[src/rtl/dust_pkg.sv]
// shared types and constants of the daily usage stats table
`default_nettype none

package dust_pkg;

  localparam int unsigned DAY_W   = 16;
  localparam int unsigned SUM_W   = 32;
  localparam int unsigned CNT16_W = 16;
  localparam int unsigned LIMIT_W = 4;

  localparam logic [CNT16_W-1:0] SAT16       = 16'hFFFF;
  localparam logic [LIMIT_W-1:0] MAX_RESULTS = 4'd14;

  localparam logic OP_RECORD = 1'b0;
  localparam logic OP_LIST   = 1'b1;

  typedef enum logic [2:0] {
    ST_IDLE,
    ST_SCAN,
    ST_WRITE,
    ST_PICK,
    ST_OUT
  } state_e;

  typedef struct packed {
    logic [DAY_W-1:0]   day;
    logic [CNT16_W-1:0] secs;
    logic [CNT16_W-1:0] pages;
  } slot_t;

  typedef struct packed {
    logic [SUM_W-1:0]   sum_seconds;
    logic [SUM_W-1:0]   sum_pages;
    logic [CNT16_W-1:0] session_count;
    logic [DAY_W-1:0]   bucket_day;
    logic [CNT16_W-1:0] bucket_seconds;
    logic [CNT16_W-1:0] bucket_pages;
    logic               bucket_valid;
    logic               last_item;
  } result_t;

endpackage

`default_nettype wire

[src/rtl/dust_in_if.sv]
// request channel: valid/ready handshake with the session or list payload
`default_nettype none

interface dust_in_if;
  import dust_pkg::*;

  logic               valid;
  logic               ready;
  logic               opcode;
  logic [DAY_W-1:0]   day_number;
  logic [SUM_W-1:0]   session_seconds;
  logic [SUM_W-1:0]   session_pages;
  logic [LIMIT_W-1:0] max_days;

  modport source (
    output valid, opcode, day_number, session_seconds, session_pages, max_days,
    input  ready
  );

  modport sink (
    input  valid, opcode, day_number, session_seconds, session_pages, max_days,
    output ready
  );
endinterface

`default_nettype wire

[src/rtl/dust_out_if.sv]
// result channel: valid/ready handshake with totals and one day bucket
`default_nettype none

interface dust_out_if;
  import dust_pkg::*;

  logic               valid;
  logic               ready;
  logic [SUM_W-1:0]   sum_seconds;
  logic [SUM_W-1:0]   sum_pages;
  logic [CNT16_W-1:0] session_count;
  logic [DAY_W-1:0]   bucket_day;
  logic [CNT16_W-1:0] bucket_seconds;
  logic [CNT16_W-1:0] bucket_pages;
  logic               bucket_valid;
  logic               last_item;

  modport source (
    output valid, sum_seconds, sum_pages, session_count, bucket_day, bucket_seconds,
    output bucket_pages, bucket_valid, last_item,
    input  ready
  );

  modport sink (
    input  valid, sum_seconds, sum_pages, session_count, bucket_day, bucket_seconds,
    input  bucket_pages, bucket_valid, last_item,
    output ready
  );
endinterface

`default_nettype wire

[src/rtl/daily_usage_stats_table_top.sv]
// daily usage stats table: running totals plus a scanned table of per-day buckets
// A record request adds a session into the wrapping 32-bit totals and the
// saturating session count, then finds or replaces the bucket of its day and
// returns exactly one result with the totals and that bucket. A list request
// returns up to max_days (at most 14) of the first non-empty buckets in table
// order, sorted by day, most recent first, one result per bucket, last_item
// marking the final one; it returns nothing when no bucket qualifies. The
// bucket table is a memory with one write port and one registered read port,
// so every request walks it one entry per cycle. A record request walks the
// table once. A list request walks it once per result (selection by day), and
// once when it yields none. The block handles one request at a time and holds
// ready low until it is done. Memory contents need no clearing after reset: a
// valid bit per bucket, cleared by reset, makes an unwritten bucket read as
// empty.
`default_nettype none

module daily_usage_stats_table_top #(
  parameter int unsigned DAY_SLOTS = 14
) (
  input  logic       clk_i,
  input  logic       rst_ni,
  dust_in_if.sink    in_i,
  dust_out_if.source out_o
);
  import dust_pkg::*;

  localparam int unsigned IDX_W = (DAY_SLOTS > 1) ? $clog2(DAY_SLOTS) : 1;
  localparam logic [IDX_W-1:0] LAST_IDX = IDX_W'(DAY_SLOTS - 1);

  // sequencer
  state_e state_q, state_d;

  // latched request
  logic               op_q;
  logic [DAY_W-1:0]   day_q;
  logic [SUM_W-1:0]   sec_q;
  logic [SUM_W-1:0]   pg_q;
  logic [LIMIT_W-1:0] limit_q;

  // running totals
  logic [SUM_W-1:0]   acc_sec_q;
  logic [SUM_W-1:0]   acc_pg_q;
  logic [CNT16_W-1:0] acc_sess_q;

  // bucket table: memory plus a valid bit per entry
  slot_t                slot_mem [DAY_SLOTS];
  slot_t                rd_q;
  logic [DAY_SLOTS-1:0] slot_vld_q;

  // table walk: read address stage and compare stage
  logic             rd_en_q;
  logic [IDX_W-1:0] rd_idx_q;
  logic             cmp_vld_q;
  logic [IDX_W-1:0] cmp_idx_q;

  // record search results
  logic               match_found_q;
  logic [IDX_W-1:0]   match_idx_q;
  logic [CNT16_W-1:0] match_sec_q;
  logic [CNT16_W-1:0] match_pg_q;
  logic [DAY_W-1:0]   low_day_q;
  logic [IDX_W-1:0]   low_idx_q;

  // list selection
  logic [LIMIT_W-1:0] cnt_q;
  logic               best_found_q;
  logic [DAY_W-1:0]   best_day_q;
  logic [IDX_W-1:0]   best_idx_q;
  logic [CNT16_W-1:0] best_sec_q;
  logic [CNT16_W-1:0] best_pg_q;
  logic               have_prev_q;
  logic [DAY_W-1:0]   prev_day_q;
  logic [IDX_W-1:0]   prev_idx_q;
  logic [LIMIT_W-1:0] emit_cnt_q;

  // result register
  result_t out_q;

  // control decode
  logic in_ready;
  logic out_valid;
  logic accept;
  logic scan_start;
  logic load_rec;
  logic load_list;
  logic out_take;

  // compare stage
  logic [DAY_W-1:0] eff_day;
  logic             is_match;
  logic             is_low;
  logic             eligible;
  logic             after_prev;
  logic             take_best;

  // record update path
  logic               nz;
  logic [IDX_W-1:0]   wr_idx;
  logic [CNT16_W-1:0] base_sec;
  logic [CNT16_W-1:0] base_pg;
  logic [SUM_W:0]     sum_sec;
  logic [SUM_W:0]     sum_pg;
  logic [CNT16_W-1:0] new_sec;
  logic [CNT16_W-1:0] new_pg;
  logic [CNT16_W-1:0] new_sess;
  logic               wr_en;
  slot_t              wr_slot;
  logic               rec_has;
  logic [LIMIT_W-1:0] limit_in;
  logic               list_last;

  // ---------------------------------------------------------------------------
  // next state
  // ---------------------------------------------------------------------------
  always_comb begin
    state_d = state_q;
    case (state_q)
      ST_IDLE: begin
        if (in_i.valid) begin
          state_d = ST_SCAN;
        end
      end
      ST_SCAN: begin
        // walk ends once the last entry has been compared
        if (cmp_vld_q && (cmp_idx_q == LAST_IDX)) begin
          state_d = (op_q == OP_LIST) ? ST_PICK : ST_WRITE;
        end
      end
      ST_WRITE: begin
        state_d = ST_OUT;
      end
      ST_PICK: begin
        state_d = best_found_q ? ST_OUT : ST_IDLE;
      end
      ST_OUT: begin
        if (out_o.ready) begin
          // list requests walk the table again for the next bucket
          state_d = out_q.last_item ? ST_IDLE : ST_SCAN;
        end
      end
      default: begin
        state_d = ST_IDLE;
      end
    endcase
  end

  // ---------------------------------------------------------------------------
  // control outputs
  // ---------------------------------------------------------------------------
  always_comb begin
    in_ready   = 1'b0;
    out_valid  = 1'b0;
    scan_start = 1'b0;
    load_rec   = 1'b0;
    load_list  = 1'b0;
    out_take   = 1'b0;
    case (state_q)
      ST_IDLE: begin
        in_ready   = 1'b1;
        scan_start = in_i.valid;
      end
      ST_WRITE: begin
        load_rec = 1'b1;
      end
      ST_PICK: begin
        load_list = best_found_q;
      end
      ST_OUT: begin
        out_valid  = 1'b1;
        out_take   = out_o.ready;
        scan_start = out_o.ready && !out_q.last_item;
      end
      default: begin
        in_ready = 1'b0;
      end
    endcase
  end

  assign accept      = in_i.valid && in_ready;
  assign in_i.ready  = in_ready;
  assign out_o.valid = out_valid;

  // clip the list limit to the most results per request
  assign limit_in = (in_i.max_days > MAX_RESULTS) ? MAX_RESULTS : in_i.max_days;

  // ---------------------------------------------------------------------------
  // compare stage of the table walk
  // ---------------------------------------------------------------------------
  // a bucket never written since reset reads as empty
  assign eff_day  = slot_vld_q[cmp_idx_q] ? rd_q.day : '0;

  // first bucket holding the request's day
  assign is_match = cmp_vld_q && (day_q != '0) && (eff_day == day_q) && !match_found_q;

  // first bucket with the lowest day, empty buckets rank lowest
  assign is_low   = cmp_vld_q && ((cmp_idx_q == '0) || (eff_day < low_day_q));

  // only the first limit non-empty buckets in table order take part in a list
  assign eligible = cmp_vld_q && (eff_day != '0) && (cnt_q < limit_q);

  // order is day descending then index ascending; skip what was already sent
  assign after_prev = !have_prev_q || (eff_day < prev_day_q) ||
                      ((eff_day == prev_day_q) && (cmp_idx_q > prev_idx_q));

  assign take_best = eligible && after_prev && (!best_found_q || (eff_day > best_day_q));

  // ---------------------------------------------------------------------------
  // record update: one saturating add per field
  // ---------------------------------------------------------------------------
  assign nz       = (sec_q != '0) || (pg_q != '0);
  assign wr_idx   = match_found_q ? match_idx_q : low_idx_q;
  assign base_sec = match_found_q ? match_sec_q : '0;
  assign base_pg  = match_found_q ? match_pg_q  : '0;

  assign sum_sec = {{(SUM_W - CNT16_W + 1){1'b0}}, base_sec} + {1'b0, sec_q};
  assign sum_pg  = {{(SUM_W - CNT16_W + 1){1'b0}}, base_pg}  + {1'b0, pg_q};
  assign new_sec = (sum_sec > {{(SUM_W - CNT16_W + 1){1'b0}}, SAT16}) ? SAT16 : sum_sec[CNT16_W-1:0];
  assign new_pg  = (sum_pg  > {{(SUM_W - CNT16_W + 1){1'b0}}, SAT16}) ? SAT16 : sum_pg[CNT16_W-1:0];

  assign new_sess = (nz && (acc_sess_q != SAT16)) ? (acc_sess_q + 16'd1) : acc_sess_q;

  assign wr_en   = (state_q == ST_WRITE) && nz && (day_q != '0);
  assign wr_slot = '{day: day_q, secs: new_sec, pages: new_pg};

  // the day's bucket exists after this request if it was found or just made
  assign rec_has = (day_q != '0) && (nz || match_found_q);

  assign list_last = (LIMIT_W'(emit_cnt_q + 4'd1) == cnt_q);

  // ---------------------------------------------------------------------------
  // control registers
  // ---------------------------------------------------------------------------
  always_ff @(posedge clk_i or negedge rst_ni) begin
    if (!rst_ni) begin
      state_q       <= ST_IDLE;
      acc_sec_q     <= '0;
      acc_pg_q      <= '0;
      acc_sess_q    <= '0;
      slot_vld_q    <= '0;
      rd_en_q       <= 1'b0;
      rd_idx_q      <= '0;
      cmp_vld_q     <= 1'b0;
      cmp_idx_q     <= '0;
      match_found_q <= 1'b0;
      cnt_q         <= '0;
      best_found_q  <= 1'b0;
      have_prev_q   <= 1'b0;
      emit_cnt_q    <= '0;
    end else begin
      state_q   <= state_d;
      cmp_vld_q <= rd_en_q;
      cmp_idx_q <= rd_idx_q;

      // read address stage
      if (scan_start) begin
        rd_en_q  <= 1'b1;
        rd_idx_q <= '0;
      end else if (rd_en_q) begin
        if (rd_idx_q == LAST_IDX) begin
          rd_en_q <= 1'b0;
        end else begin
          rd_idx_q <= rd_idx_q + IDX_W'(1);
        end
      end

      // per-walk search flags
      if (scan_start) begin
        match_found_q <= 1'b0;
        cnt_q         <= '0;
        best_found_q  <= 1'b0;
      end else begin
        if (is_match) begin
          match_found_q <= 1'b1;
        end
        if (eligible) begin
          cnt_q <= cnt_q + LIMIT_W'(1);
        end
        if (take_best) begin
          best_found_q <= 1'b1;
        end
      end

      if (accept) begin
        have_prev_q <= 1'b0;
        emit_cnt_q  <= '0;
      end else begin
        if (load_list) begin
          have_prev_q <= 1'b1;
        end
        if (out_take) begin
          emit_cnt_q <= emit_cnt_q + LIMIT_W'(1);
        end
      end

      // totals and bucket valid bits
      if (load_rec) begin
        acc_sec_q  <= acc_sec_q + sec_q;
        acc_pg_q   <= acc_pg_q + pg_q;
        acc_sess_q <= new_sess;
      end
      if (wr_en) begin
        slot_vld_q[wr_idx] <= 1'b1;
      end
    end
  end

  // ---------------------------------------------------------------------------
  // payload registers
  // ---------------------------------------------------------------------------
  always_ff @(posedge clk_i) begin
    if (accept) begin
      op_q    <= in_i.opcode;
      day_q   <= in_i.day_number;
      sec_q   <= in_i.session_seconds;
      pg_q    <= in_i.session_pages;
      limit_q <= limit_in;
    end

    if (is_match) begin
      match_idx_q <= cmp_idx_q;
      match_sec_q <= rd_q.secs;
      match_pg_q  <= rd_q.pages;
    end
    if (is_low) begin
      low_day_q <= eff_day;
      low_idx_q <= cmp_idx_q;
    end
    if (take_best) begin
      best_day_q <= eff_day;
      best_idx_q <= cmp_idx_q;
      best_sec_q <= rd_q.secs;
      best_pg_q  <= rd_q.pages;
    end
    if (load_list) begin
      prev_day_q <= best_day_q;
      prev_idx_q <= best_idx_q;
    end

    if (load_rec) begin
      out_q.sum_seconds    <= acc_sec_q + sec_q;
      out_q.sum_pages      <= acc_pg_q + pg_q;
      out_q.session_count  <= new_sess;
      out_q.bucket_day     <= rec_has ? day_q : '0;
      out_q.bucket_seconds <= rec_has ? new_sec : '0;
      out_q.bucket_pages   <= rec_has ? new_pg : '0;
      out_q.bucket_valid   <= rec_has;
      out_q.last_item      <= 1'b1;
    end else if (load_list) begin
      out_q.sum_seconds    <= acc_sec_q;
      out_q.sum_pages      <= acc_pg_q;
      out_q.session_count  <= acc_sess_q;
      out_q.bucket_day     <= best_day_q;
      out_q.bucket_seconds <= best_sec_q;
      out_q.bucket_pages   <= best_pg_q;
      out_q.bucket_valid   <= 1'b1;
      out_q.last_item      <= list_last;
    end
  end

  // ---------------------------------------------------------------------------
  // bucket memory: one write port, one registered read port
  // ---------------------------------------------------------------------------
  always_ff @(posedge clk_i) begin
    if (wr_en) begin
      slot_mem[wr_idx] <= wr_slot;
    end
    rd_q <= slot_mem[rd_idx_q];
  end

  // result port
  assign out_o.sum_seconds    = out_q.sum_seconds;
  assign out_o.sum_pages      = out_q.sum_pages;
  assign out_o.session_count  = out_q.session_count;
  assign out_o.bucket_day     = out_q.bucket_day;
  assign out_o.bucket_seconds = out_q.bucket_seconds;
  assign out_o.bucket_pages   = out_q.bucket_pages;
  assign out_o.bucket_valid   = out_q.bucket_valid;
  assign out_o.last_item      = out_q.last_item;

endmodule

`default_nettype wire

[src/flat_wrapper.sv]
// flat-port wrapper written by rule: the top's interface ports become plain ports
module daily_usage_stats_table_top_flat import dust_pkg::*;
#(
  parameter int unsigned DAY_SLOTS = 14
)
  (clk_i, rst_ni, in_i_valid, in_i_opcode, in_i_day_number, in_i_session_seconds, in_i_session_pages, in_i_max_days, in_i_ready, out_o_valid, out_o_sum_seconds, out_o_sum_pages, out_o_session_count, out_o_bucket_day, out_o_bucket_seconds, out_o_bucket_pages, out_o_bucket_valid, out_o_last_item, out_o_ready);
  dust_in_if in_i_i ();
  dust_out_if out_o_i ();
  input  logic clk_i;
  input  logic rst_ni;
  input wire logic [$bits(in_i_i.valid)-1:0] in_i_valid;
  input wire logic [$bits(in_i_i.opcode)-1:0] in_i_opcode;
  input wire logic [$bits(in_i_i.day_number)-1:0] in_i_day_number;
  input wire logic [$bits(in_i_i.session_seconds)-1:0] in_i_session_seconds;
  input wire logic [$bits(in_i_i.session_pages)-1:0] in_i_session_pages;
  input wire logic [$bits(in_i_i.max_days)-1:0] in_i_max_days;
  output wire logic [$bits(in_i_i.ready)-1:0] in_i_ready;
  output wire logic [$bits(out_o_i.valid)-1:0] out_o_valid;
  output wire logic [$bits(out_o_i.sum_seconds)-1:0] out_o_sum_seconds;
  output wire logic [$bits(out_o_i.sum_pages)-1:0] out_o_sum_pages;
  output wire logic [$bits(out_o_i.session_count)-1:0] out_o_session_count;
  output wire logic [$bits(out_o_i.bucket_day)-1:0] out_o_bucket_day;
  output wire logic [$bits(out_o_i.bucket_seconds)-1:0] out_o_bucket_seconds;
  output wire logic [$bits(out_o_i.bucket_pages)-1:0] out_o_bucket_pages;
  output wire logic [$bits(out_o_i.bucket_valid)-1:0] out_o_bucket_valid;
  output wire logic [$bits(out_o_i.last_item)-1:0] out_o_last_item;
  input wire logic [$bits(out_o_i.ready)-1:0] out_o_ready;
  assign in_i_i.valid = in_i_valid;
  assign in_i_i.opcode = in_i_opcode;
  assign in_i_i.day_number = in_i_day_number;
  assign in_i_i.session_seconds = in_i_session_seconds;
  assign in_i_i.session_pages = in_i_session_pages;
  assign in_i_i.max_days = in_i_max_days;
  assign in_i_ready = in_i_i.ready;
  assign out_o_valid = out_o_i.valid;
  assign out_o_sum_seconds = out_o_i.sum_seconds;
  assign out_o_sum_pages = out_o_i.sum_pages;
  assign out_o_session_count = out_o_i.session_count;
  assign out_o_bucket_day = out_o_i.bucket_day;
  assign out_o_bucket_seconds = out_o_i.bucket_seconds;
  assign out_o_bucket_pages = out_o_i.bucket_pages;
  assign out_o_bucket_valid = out_o_i.bucket_valid;
  assign out_o_last_item = out_o_i.last_item;
  assign out_o_i.ready = out_o_ready;
  daily_usage_stats_table_top #(.DAY_SLOTS(DAY_SLOTS)) u_core (.clk_i(clk_i), .rst_ni(rst_ni), .in_i(in_i_i), .out_o(out_o_i));
endmodule
[config.mk]
export PLATFORM = sky130hd
export DESIGN_NAME = daily_usage_stats_table_top_flat
export DESIGN_NICKNAME = d
export VERILOG_FILES = /design/src/rtl/dust_pkg.sv /design/src/rtl/dust_in_if.sv /design/src/rtl/dust_out_if.sv /design/src/rtl/daily_usage_stats_table_top.sv /design/src/flat_wrapper.sv
export SDC_FILE = /design/constraint.sdc
export NUM_CORES = 2
export LEC_CHECK = 0
export ABC_AREA = 1
export BUFFER_PORTS_ARGS = -buffer_cell sky130_fd_sc_hd__buf_2
export CORE_AREA = 3 3 364 366
export DETAILED_ROUTE_END_ITERATION = 16
export DIE_AREA = 0 0 367 369
export GPL_TIMING_DRIVEN = 0
export PLACE_DENSITY = 0.58
export SYNTH_ARGS = -nofsm -noshare
export SYNTH_HDL_FRONTEND = slang
export SYNTH_SLANG_ARGS = --single-unit
[constraint.sdc]
create_clock -name clk_i -period 6.6 [get_ports clk_i]
set_input_delay 1.32 -clock clk_i [delete_from_list [all_inputs] [get_ports clk_i]]
set_output_delay 1.32 -clock clk_i [all_outputs]
set_load 0.005 [all_outputs]
==> results.md <==
* Core area at 0.129 mm^2
* CP cell instances: clkbuf_1, clkbuf_1, nand2_1, inv_1, ha_1, fa_1, nand3_1, nand2_2, nand3_1, nand2_1, nand2_1, nand2_1, nand2_1, nand3_1, nand2_1, nor2_2, nand2_2, nor2_4, buf_6, nand4_1, nand2_1, nand2_1
* Synth Area in Compound Gates at 0.118
* Setup CP Type: reg2reg
* Longest Clk Path Bufs at 3
* Setup Total Neg Slack at 0 ns
* Fill cells at 11.9k
* Vias in the first global route at 37.6k
* P_sw at between 10 and 15 mW
* Gate power share at 0.353
* Post-synthesis cell area at around 0.053 mm^2
* Util after Layout at 0.472
* FF+latch area at 0.0344 mm^2
* Avg WL per Cell at 22.5 um
* Ys Warns at 0
* Slew HR at 0.148
* Asr flop ratio synth at 0.0999
* IO Pins at 221
* CP delay by family, top: simple AND/OR/NAND/NOR gates
* Sink Count at 1181
* GPL Wtd Cong at 0.914
* Status: complete, no violations
* Top-count cell post-synth: edfxtp_1
* Post-CTS Setup Bufs at 0
* Hold Path Class: reg2reg
* Worst Tran Pin Value at 1.28 ns
* Fraction of the yosys area taken by sequential cells at 0.649
* VDD IR max at 0.000260 V
* GRT met3 Usage at 0.0390
* Multiplexer share of the synthesized area at 0.000378
* Final hold slack at 0.382 ns
* Synth Area in Simple Gates at 0.141
* Final net count at ~5.5k
* Slew Limit Fails at 0
* Cells after synthesis at 4846
* Via count at around 38k
* Primary FF master, synth: edfxtp_1
* CTS tree: built
* Power Density at 441 mW/mm^2
* H-tree depth at 3
* Area leader, netlist: edfxtp_1
* Dpl ws at 1.11 ns
* Final hold vios at 0
* Die width at ~370 um
* Largest net degree at the start of global routing at 80
* Num rows at 132
* First-pass GRT wire length at 236000 um
* Final period util at 0.826
* Critical Path Start Type: flop
* CTS clk-pin slew, worst paths at 0.06 ns
* Max Freq at 184 MHz
* Min Tclk post-route at 5.45 ns
* DIE AREA at around 0.14 mm^2
* Design area at ~0.061 mm^2
* Critical-path maximum fanout at 15
* Clock root buffer: clkbuf_16
* Placed inst area at 0.0571 mm^2
* Clock Latency Late Sink at 0.74 ns
* Cell mode on critical path: nand2_1
* Slowest stage cell on the critical path: clkbuf_1
* Number of port buffers at 220
* Drt drc at 0
* CTS Buf Count at 121
* Library cells used by synthesis at 62
* Share of cells above drive strength 1 at 0.110
* Post-Synth Adder-Cell Area at 0.0376
* #FFs+latches synth at 1181
* Hold_buf cts at 0
* Clock power share at 0.257
* Clock Skews at 0.0387 ns
* Average instance area after synthesis at 10.9 um^2
* Largest family of logic cells by synthesized area: simple AND/OR/NAND/NOR gates
* Leak pwr at between 20 and 25 nW
* Post-DP HPWL at around 120000 um
* GR peak layer: met2
* Initial antenna violation count at 5
* Tot GR Track Use at 0.231
* Total gr overflow at 0
* Drt total wl at 159000 um
* Dpl cells at 6841
* Routed Antenna Nets at 0
* CTS resizes at 0
* RSZ-0062 raised after global routing: no
* Global Route met2 Usage at 0.381
* Internal power at 16.5 mW
* Flop pwr share at 0.390
* Height of the die at 369 um
* Largest cells by area after synthesis: edfxtp_1 (57%), nand2_1 (5.7%), o21ai_0 (5.6%)
* Setup-failing EPs final at 0
* Area delta synth->final at 15.4%
* Max-cap violations at 0
* Starting Density at 0.409
* Post-synth EDFFs at 1014
* Worst EP arrival at 5.91 ns
* Post-Synth XOR/XNOR Area at 0.0109
* Starting DRT DRC Count at 3608
* Top cell type's share of synthesized area at 0.575
* Via density at between 5 and 6
* Buf/Inv on CP at 4
* Final std cells w/o fill at 7072
* DR pass1 iterations at 8
* Final setup margin at between 1 and 1.5 ns
* Switching fraction of total power at 0.388
* PnR Total Power at 27.0 mW
* Synth Net Count at 5092
* Crit. End Element: flop
* Crit-path max cell delay at 0.70 ns
* Post-synth top cells: edfxtp_1 (1014), nand2_1 (809), o21ai_0 (597), nor2_1 (512), inv_1 (400)
* Req. time, crit path at 7.06 ns
* Met1 usage at 0.308
* Footprint of the multi-input gates at 0.0164 mm^2
## flip-flops by register name (all words and copies together), names as in the netlist, 14 cells and up
register,count
u_core.out_o.bucket_seconds,16
u_core.day_q,16
u_core.out_o.sum_seconds,32
u_core.acc_pg_q,32
u_core.rd_q,48
u_core.best_pg_q,16
u_core.out_o.bucket_day,16
u_core.best_sec_q,16
u_core.acc_sec_q,32
u_core.out_o.bucket_pages,16
u_core.slot_vld_q,14
u_core.out_o.session_count,16
u_core.acc_sess_q,16
u_core.match_pg_q,16
u_core.prev_day_q,16
u_core.best_day_q,16
u_core.out_o.sum_pages,32
u_core.sec_q,32
u_core.slot_mem,672
u_core.low_day_q,16
u_core.match_sec_q,16
u_core.pg_q,32
## kinds of logic (layout without fill, tap and decap cells)
group / after synthesis / count (layout)
mux: 2 / 2
xor+xnor: 65 / 65
fa+ha+maj: 157 / 157
compound gates: 1113 / 1113
simple gates: 1724 / 1724
flops: 1181 / 1181
buf+inv: 604 / 1085
other cells: 0 / 3
## worst paths after layout
check	endpoint	from	slack, ns	cells past startpoint
max in group asynchronous	u_core.slot_vld_q[13]$_DFFE_PN0P_	rst_ni	5.23	2
min in group asynchronous	u_core.acc_pg_q[5]$_DFFE_PN0P_	rst_ni	0.51	1
min	u_core.cmp_vld_q$_DFF_PN0_	u_core.rd_en_q$_DFF_PN0_	0.38	0
min reg2reg	u_core.cmp_vld_q$_DFF_PN0_	u_core.rd_en_q$_DFF_PN0_	0.38	0
max	u_core.out_o.bucket_seconds[5]$_DFFE_PN_	u_core.match_found_q$_DFFE_PN0P_	1.15	22
max reg2reg	u_core.out_o.bucket_seconds[5]$_DFFE_PN_	u_core.match_found_q$_DFFE_PN0P_	1.15	22
## per-layer routing
metal | routed length [um] | share of wire
met1 | 67000 | 0.42
met2 | 75000 | 0.47
met3 | 11500 | 0.072
met4 | 5870 | 0.037
met5 | 13 | 0.000082
## power groups by stage
| stage | Clock (mW) | Combinational (mW) | Sequential [mW] |
|---|---|---|---|
| after floorplan | 0 | 5.71 | 10.4 |
| after global placement | 0 | 9.07 | 10.8 |
| after detailed placement | 0 | 9.45 | 10.6 |
| after CTS | 7.07 | 9.49 | 10.5 |
| after global routing | 7.39 | 10.5 | 10.6 |
| final | 6.94 | 9.51 | 10.5 |
## placed cells by master (no fill, tap or decap), drive strengths merged, types with 153 or more instances in the layout
| master | n |
|---|---|
| o21ai | 603 |
| buf | 276 |
| ha | 153 |
| nand2 | 834 |
| inv | 417 |
| a21oi | 258 |
| nand3 | 178 |
| edfxtp | 1014 |
| nor2 | 526 |
| clkbuf | 325 |
## cell type report
class,instances,share of cell area
antenna,3,0.000123
timing repair buffer,253,0.0296
buffer,189,0.0122
clock buffer,159,0.0545
clock inverter,69,0.0117
tap,1742,0.0356
inverter,415,0.0255
sequential,1181,0.562
multi-input combinational,3061,0.269
Note: power is estimated with default switching activity, not from simulation.
